===== src/sv/wcts_pkg.sv =====
package wcts_pkg;

  localparam int unsigned NumCodes = 27;
  localparam int unsigned CodeW    = 5;
  localparam int unsigned LedW     = 7;

  localparam logic [CodeW-1:0] CODE_IT      = 5'd0;
  localparam logic [CodeW-1:0] CODE_IS      = 5'd1;
  localparam logic [CodeW-1:0] CODE_DOT1    = 5'd2;
  localparam logic [CodeW-1:0] CODE_DOT2    = 5'd3;
  localparam logic [CodeW-1:0] CODE_DOT3    = 5'd4;
  localparam logic [CodeW-1:0] CODE_DOT4    = 5'd5;
  localparam logic [CodeW-1:0] CODE_FIVE    = 5'd6;
  localparam logic [CodeW-1:0] CODE_TEN     = 5'd7;
  localparam logic [CodeW-1:0] CODE_TWENTY  = 5'd8;
  localparam logic [CodeW-1:0] CODE_QUARTER = 5'd9;
  localparam logic [CodeW-1:0] CODE_HALF    = 5'd10;
  localparam logic [CodeW-1:0] CODE_TO      = 5'd11;
  localparam logic [CodeW-1:0] CODE_PAST    = 5'd12;
  localparam logic [CodeW-1:0] CODE_HOUR0   = 5'd13;
  localparam logic [CodeW-1:0] CODE_CLOCK   = 5'd26;

  typedef logic [NumCodes-1:0] code_mask_t;

  typedef enum logic [0:0] {
    ST_IDLE,
    ST_EMIT
  } state_t;

  typedef struct packed {
    logic load;
    logic step;
  } dp_cmd_t;

  typedef struct packed {
    logic last;
  } dp_status_t;

  typedef struct packed {
    logic [LedW-1:0] first;
    logic [LedW-1:0] last;
  } led_span_t;

  // LED span of every word on the grid
  function automatic led_span_t seg_rom(input logic [CodeW-1:0] code);
    led_span_t s;
    case (code)
      5'd0:    s = '{7'd102, 7'd103};
      5'd1:    s = '{7'd105, 7'd107};
      5'd2:    s = '{7'd101, 7'd101};
      5'd3:    s = '{7'd113, 7'd113};
      5'd4:    s = '{7'd0,   7'd0};
      5'd5:    s = '{7'd12,  7'd12};
      5'd6:    s = '{7'd109, 7'd112};
      5'd7:    s = '{7'd97,  7'd100};
      5'd8:    s = '{7'd90,  7'd96};
      5'd9:    s = '{7'd83,  7'd89};
      5'd10:   s = '{7'd57,  7'd60};
      5'd11:   s = '{7'd76,  7'd78};
      5'd12:   s = '{7'd68,  7'd71};
      5'd13:   s = '{7'd53,  7'd56};
      5'd14:   s = '{7'd54,  7'd56};
      5'd15:   s = '{7'd46,  7'd49};
      5'd16:   s = '{7'd35,  7'd38};
      5'd17:   s = '{7'd42,  7'd45};
      5'd18:   s = '{7'd64,  7'd67};
      5'd19:   s = '{7'd30,  7'd34};
      5'd20:   s = '{7'd13,  7'd18};
      5'd21:   s = '{7'd24,  7'd27};
      5'd22:   s = '{7'd5,   7'd8};
      5'd23:   s = '{7'd8,   7'd11};
      5'd24:   s = '{7'd62,  7'd64};
      5'd25:   s = '{7'd19,  7'd23};
      5'd26:   s = '{7'd1,   7'd3};
      default: s = '{7'd102, 7'd103};
    endcase
    return s;
  endfunction

endpackage


===== src/sv/wcts_ctrl.sv =====
module wcts_ctrl (
  input  logic                clk,
  input  logic                rst_n,
  input  logic                start,
  output logic                busy,
  output wcts_pkg::dp_cmd_t   cmd,
  input  wcts_pkg::dp_status_t status
);

  wcts_pkg::state_t state_r;
  wcts_pkg::state_t state_nxt;

  always_ff @(posedge clk) begin
    if (!rst_n) begin
      state_r <= wcts_pkg::ST_IDLE;
    end else begin
      state_r <= state_nxt;
    end
  end

  always_comb begin
    state_nxt = state_r;
    cmd       = '0;
    busy      = 1'b0;
    case (state_r)
      wcts_pkg::ST_IDLE: begin
        if (start) begin
          cmd.load  = 1'b1;
          state_nxt = wcts_pkg::ST_EMIT;
        end
      end
      wcts_pkg::ST_EMIT: begin
        busy     = 1'b1;
        cmd.step = 1'b1;
        if (status.last) begin
          state_nxt = wcts_pkg::ST_IDLE;
        end
      end
      default: begin
        state_nxt = wcts_pkg::ST_IDLE;
      end
    endcase
  end

endmodule


===== src/sv/wcts_datapath.sv =====
module wcts_datapath (
  input  logic                          clk,
  input  logic                          rst_n,
  input  wcts_pkg::dp_cmd_t             cmd,
  output wcts_pkg::dp_status_t          status,
  input  logic [4:0]                    hour,
  input  logic [5:0]                    minute,
  output logic                          out_valid,
  output logic [wcts_pkg::CodeW-1:0]    out_word_code,
  output logic [wcts_pkg::LedW-1:0]     out_first_led,
  output logic [wcts_pkg::LedW-1:0]     out_last_led,
  output logic                          out_final_segment
);

  // minute / 5 by reciprocal: floor(m * 205 / 1024) is exact for m below 64
  logic [13:0] prod;
  logic [3:0]  q;
  logic [5:0]  q_times5;
  logic [2:0]  dots;
  logic [4:0]  h12;
  logic [3:0]  h;
  logic [3:0]  h_adv;
  logic [wcts_pkg::CodeW-1:0] hour_code;
  wcts_pkg::code_mask_t mask_load;

  always_comb begin
    prod     = 14'({8'd0, minute} * 14'd205);
    q        = prod[13:10];
    q_times5 = 6'({2'd0, q} * 6'd5);
    dots     = 3'(minute - q_times5);

    if (hour >= 5'd24) begin
      h12 = hour - 5'd24;
    end else if (hour >= 5'd12) begin
      h12 = hour - 5'd12;
    end else begin
      h12 = hour;
    end
    h = (h12 == 5'd0) ? 4'd12 : h12[3:0];
    if (minute >= 6'd25) begin
      h_adv = (h == 4'd12) ? 4'd1 : h + 4'd1;
    end else begin
      h_adv = h;
    end
    if (h_adv == 4'd1 && minute > 6'd4) begin
      hour_code = wcts_pkg::CODE_HOUR0;
    end else begin
      hour_code = wcts_pkg::CODE_HOUR0 + {1'b0, h_adv};
    end

    mask_load = '0;
    mask_load[wcts_pkg::CODE_IT]      = 1'b1;
    mask_load[wcts_pkg::CODE_IS]      = 1'b1;
    mask_load[wcts_pkg::CODE_DOT1]    = (dots > 3'd0);
    mask_load[wcts_pkg::CODE_DOT2]    = (dots > 3'd1);
    mask_load[wcts_pkg::CODE_DOT3]    = (dots > 3'd2);
    mask_load[wcts_pkg::CODE_DOT4]    = (dots > 3'd3);
    mask_load[wcts_pkg::CODE_FIVE]    = (q == 4'd1 || q == 4'd5 || q == 4'd7 || q == 4'd11);
    mask_load[wcts_pkg::CODE_TEN]     = (q == 4'd2 || q == 4'd10);
    mask_load[wcts_pkg::CODE_TWENTY]  = (q == 4'd4 || q == 4'd8);
    mask_load[wcts_pkg::CODE_QUARTER] = (q == 4'd3 || q == 4'd9);
    mask_load[wcts_pkg::CODE_HALF]    = (q == 4'd5 || q == 4'd6 || q == 4'd7);
    mask_load[wcts_pkg::CODE_TO]      = (q == 4'd5 || q == 4'd8 || q == 4'd9 ||
                                         q == 4'd10 || q == 4'd11);
    mask_load[wcts_pkg::CODE_PAST]    = (q == 4'd1 || q == 4'd2 || q == 4'd3 ||
                                         q == 4'd4 || q == 4'd7);
    mask_load[hour_code]              = 1'b1;
    mask_load[wcts_pkg::CODE_CLOCK]   = (minute < 6'd5);
  end

  // pending words; the emission order is ascending code, so always take the lowest
  wcts_pkg::code_mask_t mask_r;
  wcts_pkg::code_mask_t mask_nxt;
  wcts_pkg::code_mask_t mask_rest;
  logic [wcts_pkg::CodeW-1:0] low_code;
  wcts_pkg::led_span_t        span;

  always_comb begin
    low_code = wcts_pkg::CODE_IT;
    for (int i = wcts_pkg::NumCodes - 1; i >= 0; i--) begin
      if (mask_r[i]) begin
        low_code = wcts_pkg::CodeW'(i);
      end
    end
    mask_rest = mask_r & (mask_r - wcts_pkg::code_mask_t'(1));
    span      = wcts_pkg::seg_rom(low_code);
    status.last = (mask_rest == '0);

    mask_nxt = mask_r;
    if (cmd.load) begin
      mask_nxt = mask_load;
    end else if (cmd.step) begin
      mask_nxt = mask_rest;
    end
  end

  always_ff @(posedge clk) begin
    mask_r <= mask_nxt;
  end

  logic                       valid_r;
  logic [wcts_pkg::CodeW-1:0] code_r;
  logic [wcts_pkg::LedW-1:0]  first_r;
  logic [wcts_pkg::LedW-1:0]  last_r;
  logic                       final_r;

  always_ff @(posedge clk) begin
    if (!rst_n) begin
      valid_r <= 1'b0;
    end else begin
      valid_r <= cmd.step;
    end
  end

  always_ff @(posedge clk) begin
    if (cmd.step) begin
      code_r  <= low_code;
      first_r <= span.first;
      last_r  <= span.last;
      final_r <= status.last;
    end
  end

  assign out_valid         = valid_r;
  assign out_word_code     = code_r;
  assign out_first_led     = first_r;
  assign out_last_led      = last_r;
  assign out_final_segment = final_r;

endmodule


===== src/sv/word_clock_time_to_segments.sv =====
// Word clock segment generator.
// Input: pulse start with in_hour (0..23) and in_minute (0..59); the request is
// taken at a rising edge with start high and busy low. busy stays high while the
// words for that time are being sent.
// Output: each lit word comes as one result on out_word_code, out_first_led and
// out_last_led, valid for exactly one cycle while out_valid is high; the last
// word of a time has out_final_segment set. Words arrive in ascending code order.
// Sequence: the accepting edge loads the pending-word register and enters the
// emit state, where its lowest-bit pick sends one word per cycle to the output
// registers. A time has n words (4..10); busy stays high until the last word
// is picked, so the final word is shown after busy has dropped.
// The receiver cannot stall: results must be captured when out_valid is high.
// A new request may be taken in the cycle the final word is shown.
// Reset (rst_n low, synchronous) returns to idle and drops any words in flight.
module word_clock_time_to_segments (
  input  logic                          clk,
  input  logic                          rst_n,
  input  logic                          start,
  output logic                          busy,
  input  logic [4:0]                    in_hour,
  input  logic [5:0]                    in_minute,
  output logic                          out_valid,
  output logic [wcts_pkg::CodeW-1:0]    out_word_code,
  output logic [wcts_pkg::LedW-1:0]     out_first_led,
  output logic [wcts_pkg::LedW-1:0]     out_last_led,
  output logic                          out_final_segment
);

  wcts_pkg::dp_cmd_t    cmd;
  wcts_pkg::dp_status_t status;

  wcts_ctrl u_ctrl (
    .clk    (clk),
    .rst_n  (rst_n),
    .start  (start),
    .busy   (busy),
    .cmd    (cmd),
    .status (status)
  );

  wcts_datapath u_dp (
    .clk               (clk),
    .rst_n             (rst_n),
    .cmd               (cmd),
    .status            (status),
    .hour              (in_hour),
    .minute            (in_minute),
    .out_valid         (out_valid),
    .out_word_code     (out_word_code),
    .out_first_led     (out_first_led),
    .out_last_led      (out_last_led),
    .out_final_segment (out_final_segment)
  );

  a_final_frees: assert property (@(posedge clk) disable iff (!rst_n)
    out_valid && out_final_segment |-> !busy)
    else $error("final word shown while still busy");

  a_more_pending: assert property (@(posedge clk) disable iff (!rst_n)
    out_valid && !out_final_segment |-> busy)
    else $error("non-final word shown with nothing pending");

  a_accept_busy: assert property (@(posedge clk) disable iff (!rst_n)
    start && !busy |=> busy && !out_valid)
    else $error("accepted request did not start emission");

  a_code_range: assert property (@(posedge clk) disable iff (!rst_n)
    out_valid |-> out_word_code <= wcts_pkg::CODE_CLOCK)
    else $error("word code out of range");

endmodule

===== config.mk =====
export PLATFORM = sky130hd
export DESIGN_NAME = word_clock_time_to_segments
export DESIGN_NICKNAME = d
export VERILOG_FILES = /design/src/sv/wcts_pkg.sv /design/src/sv/wcts_ctrl.sv /design/src/sv/wcts_datapath.sv /design/src/sv/word_clock_time_to_segments.sv
export SDC_FILE = /design/constraint.sdc
export NUM_CORES = 1
export LEC_CHECK = 0
export ABC_AREA = 0
export ABC_CLOCK_PERIOD_IN_PS = 4600
export BUFFER_PORTS_ARGS = -buffer_cell sky130_fd_sc_hd__buf_2
export CORE_MARGIN = 4
export CORE_UTILIZATION = 56
export CTS_BUF_LIST = sky130_fd_sc_hd__clkbuf_16
export DETAILED_ROUTE_END_ITERATION = 10
export PLACE_DENSITY = 0.78
export SLEW_MARGIN = 40
export SYNTH_ARGS = -nofsm -noshare
export SYNTH_HDL_FRONTEND = slang
export SYNTH_SLANG_ARGS = --single-unit

===== constraint.sdc =====
create_clock -name clk -period 4.6 [get_ports clk]
set_input_delay 0.69 -clock clk [delete_from_list [all_inputs] [get_ports clk]]
set_output_delay 0.69 -clock clk [all_outputs]
set_load 0.02 [all_outputs]

==> summary.txt <==
Placed design
  • Detail Placement HPWL: 8570 um
  • PortBufs: 35
  • GP Congestion: 0.900

Timing
  • Setup TNS: 0 ns
  • Max Clock Skew: 0.00849 ns
  • Final Hold Vio Count: 0
  • Least-Margin Pin Slew: 0.660 ns
  • Fin crit period: 4.46 ns
  • Peak Freq: 224 MHz
  • Pins Over Slew Limit: 0
  • Final Setup Violations: 0
  • Slew headroom: 55.7%
  • Final Cycle Share: 96.9%
  • Final Hold Slack: 0.616 ns

Global routing
  • First-pass GRT wire length: 18400 um
  • Initial antenna violation count: 0
  • Largest net degree at the start of global routing: 29
  • Grt ovf: 0
  • Overall routing resource usage: 21.4%
  • Vias in the first global route: 4162

Critical path
  • Reg2reg end: u_dp.out_last_led[5]$_DFFE_PP_
  • R2r setup slk: 1.28 ns
  • Worst r2r path cells: 11
  • Critical R2R Launch: u_dp.mask_r[22]$_DFFE_PP_
  • Critical path class: primary input to register
  • Max FO, Critical Path: 4
  • CP arrival: 4.49 ns
  • Crit end category: register
  • CP startpoint kind: primary input
  • Worst EP required: 4.63 ns

Synth
  • Top_reg_cell synth: edfxtp_1
  • Post-synth EDFFs: 47
  • Distinct cells, synth: 82
  • Post-synth ARST share: 0%
  • Syn nets: 646
  • Syn Inst Count: 572
  • Sequential area share after synthesis: 29.3%
  • Yosys reg bits: 49
  • Synthesized cell area: 4950 um^2
  • Ys Warns: 0
  • Avg Inst Size Synth: 8.65 um^2

Min path
  • Worst Hold Path EP: u_dp.out_valid$_SDFF_PN0_
  • Hold depth: 2
  • HP Start: rst_n
  • Worst min path class: primary input to register

Clock tree
  • CTS Hold Bufs: 0
  • H-Tree Depth: 2
  • Num CTS Buffers: 5
  • Root Buffer Master: clkbuf_16
  • Clock-pin slew on the worst setup and hold paths: 0.07 ns
  • Max Buffers Root-to-Sink: 2
  • Clk Latency, worst-skew pair: 0.29 ns
  • Clock sinks: 49
  • CTS tree: built

Cells and area
  • Most frequent cells in the layout: nand2_1, ha_1, edfxtp_1
  • NumNets Final: 685
  • Diode count: 0
  • Layout cells sized above 1: 16.7%
  • Commonest non-fill, non-tap cell in the layout: nand2_1
  • Filler Cells Inserted: 751
  • Area grow syn2layout: 10.9%

Detailed routing
  • Final antenna-violating net count: 0
  • WL per Instance: 15.6 um
  • WL final: 11300 um
  • TritonRoute pass-1 iters: 6
  • DRT iter0 DRCs: 235
  • Residual DRC: 0
  • DR vias: 4481
  • Post-DR vias/cell: 6.22

Power and ir drop
  • Static leakage: 2.25 nW
  • Tot Pwr: 2.08 mW
  • Pwr dens: 380 nW/um^2
  • VDD IR max: 0.000183 V

Floorplan
  • Core box area: 8680 um^2
  • IO Count: 36
  • Die Area: 10400 um^2
  • Row count: 34
  • Die Span Y: 102 um
  • Die Width: 102 um
  • Starting density of the core: 57.0%

Status
  • Status: finished clean

Run
  • Max Cap Viol: 0
-- repair_timing --
action                                 in CTS  in global routing
endpoints found under the hold margin       0                  0
setup endpoints to repair                   0                  4
resized for setup                           0                  3
buffers inserted                            0                  3
-- routing by layer --
layer | up-vias | GRT usage (%) | share of wire (%)
met5 | - | 0 | 0
met4 | 0 | 6.36 | 1.8
met3 | 22 | 2.18 | 3.9
met2 | 149 | 39.8 | 52
met1 | 2104 | 25.9 | 43
li1 | 2206 | - | -
-- layout make-up --
cell class	count	area, um^2	area share (%)
clock buffer	5	125	2.28
clock inverter	3	17.5	0.319
inverter	40	150	2.74
multi-input combinational	453	3230	58.9
sequential	49	1450	26.4
tap	108	135	2.46
timing repair buffer	62	378	6.88
-- worst max-delay path by stage --
stage / start / endpoint / slack [ns] / depth (start not counted)
2_1_floorplan: in_minute[4] / u_dp.mask_r[2]$_DFFE_PP_ / 0.0004 / 17
6_report: in_minute[3] / u_dp.mask_r[3]$_DFFE_PP_ / 0.14 / 19
3_5_place_dp: in_minute[3] / u_dp.mask_r[3]$_DFFE_PP_ / -0.18 / 19
5_1_grt: in_minute[3] / u_dp.mask_r[3]$_DFFE_PP_ / -0.10 / 19
4_1_cts: in_minute[3] / u_dp.mask_r[3]$_DFFE_PP_ / 0.12 / 19
3_3_place_gp: in_minute[3] / u_dp.mask_r[3]$_DFFE_PP_ / -0.05 / 19
-- through the flow --
stage	instances	cell area [um^2]	setup WS [ns]	utilization [%]
after floorplan	572	4950	0.000364	-
after global placement	709	5300	-0.0492	61.1
after detailed placement	709	5300	-0.180	61.1
after CTS	717	5450	0.123	62.7
after global routing	720	5490	-0.103	63.2
final	720	5490	0.143	63.2
-- flip-flops by register name, summed over array words and instances, names as in the netlist --
name / flops
u_dp.out_final_segment: 1
u_dp.out_word_code: 5
u_dp.out_valid: 1
u_dp.out_last_led: 7
u_dp.out_first_led: 7
u_ctrl.state_r: 1
u_dp.mask_r: 27
-- critical path: stages --
cell,delay [ns]
buf_2,0.13
ha_1,0.30
inv_1,0.06
fa_1,0.49
inv_1,0.04
ha_1,0.28
ha_1,0.31
a21o_1,0.18
a221oi_2,0.26
o21ai_1,0.13
xor2_1,0.28
ha_2,0.22
inv_1,0.05
fa_1,0.40
xnor2_1,0.20
xnor2_1,0.15
xnor2_1,0.08
nand2_1,0.13
nand3_1,0.09
-- logic make-up (layout without fill, tap and decap cells) --
kind of cell               count (synthesis)  after routing  share of synthesized area, %
buffers and inverters                     70            110                          5.79
and+or+nand+nor                          193            193                          19.6
DFF                                       49             49                          29.3
AOI/OAI and AO/OA                        178            178                          24.7
xor gates and xnor gates                  15             15                          2.65
muxes                                      4              4                          1.01
adders and majority gates                 63             63                          16.8
-- synthesized netlist by cell type (12+ instances only) --
master / count / area share, %
a21oi_1: 31 / 3.1
a31oi_1: 14 / 1.8
clkbuf_1: 17 / 1.3
edfxtp_1: 47 / 29
ha_1: 53 / 13
inv_1: 38 / 2.9
nand2_1: 61 / 4.6
nand3_1: 21 / 2.1
nor2_1: 41 / 3.1
nor3_1: 13 / 1.3
o21ai_0: 41 / 4.1
xnor2_1: 12 / 2.1
-- where the power goes --
part | internal, mW | leakage [nW] | total, mW | switching [mW]
sequential | 0.605 | 0.485 | 0.713 | 0.108
clock | 0.201 | 0.0754 | 0.362 | 0.161
combinational | 0.430 | 1.69 | 1.01 | 0.578
(Power assumes the default switching activity.)
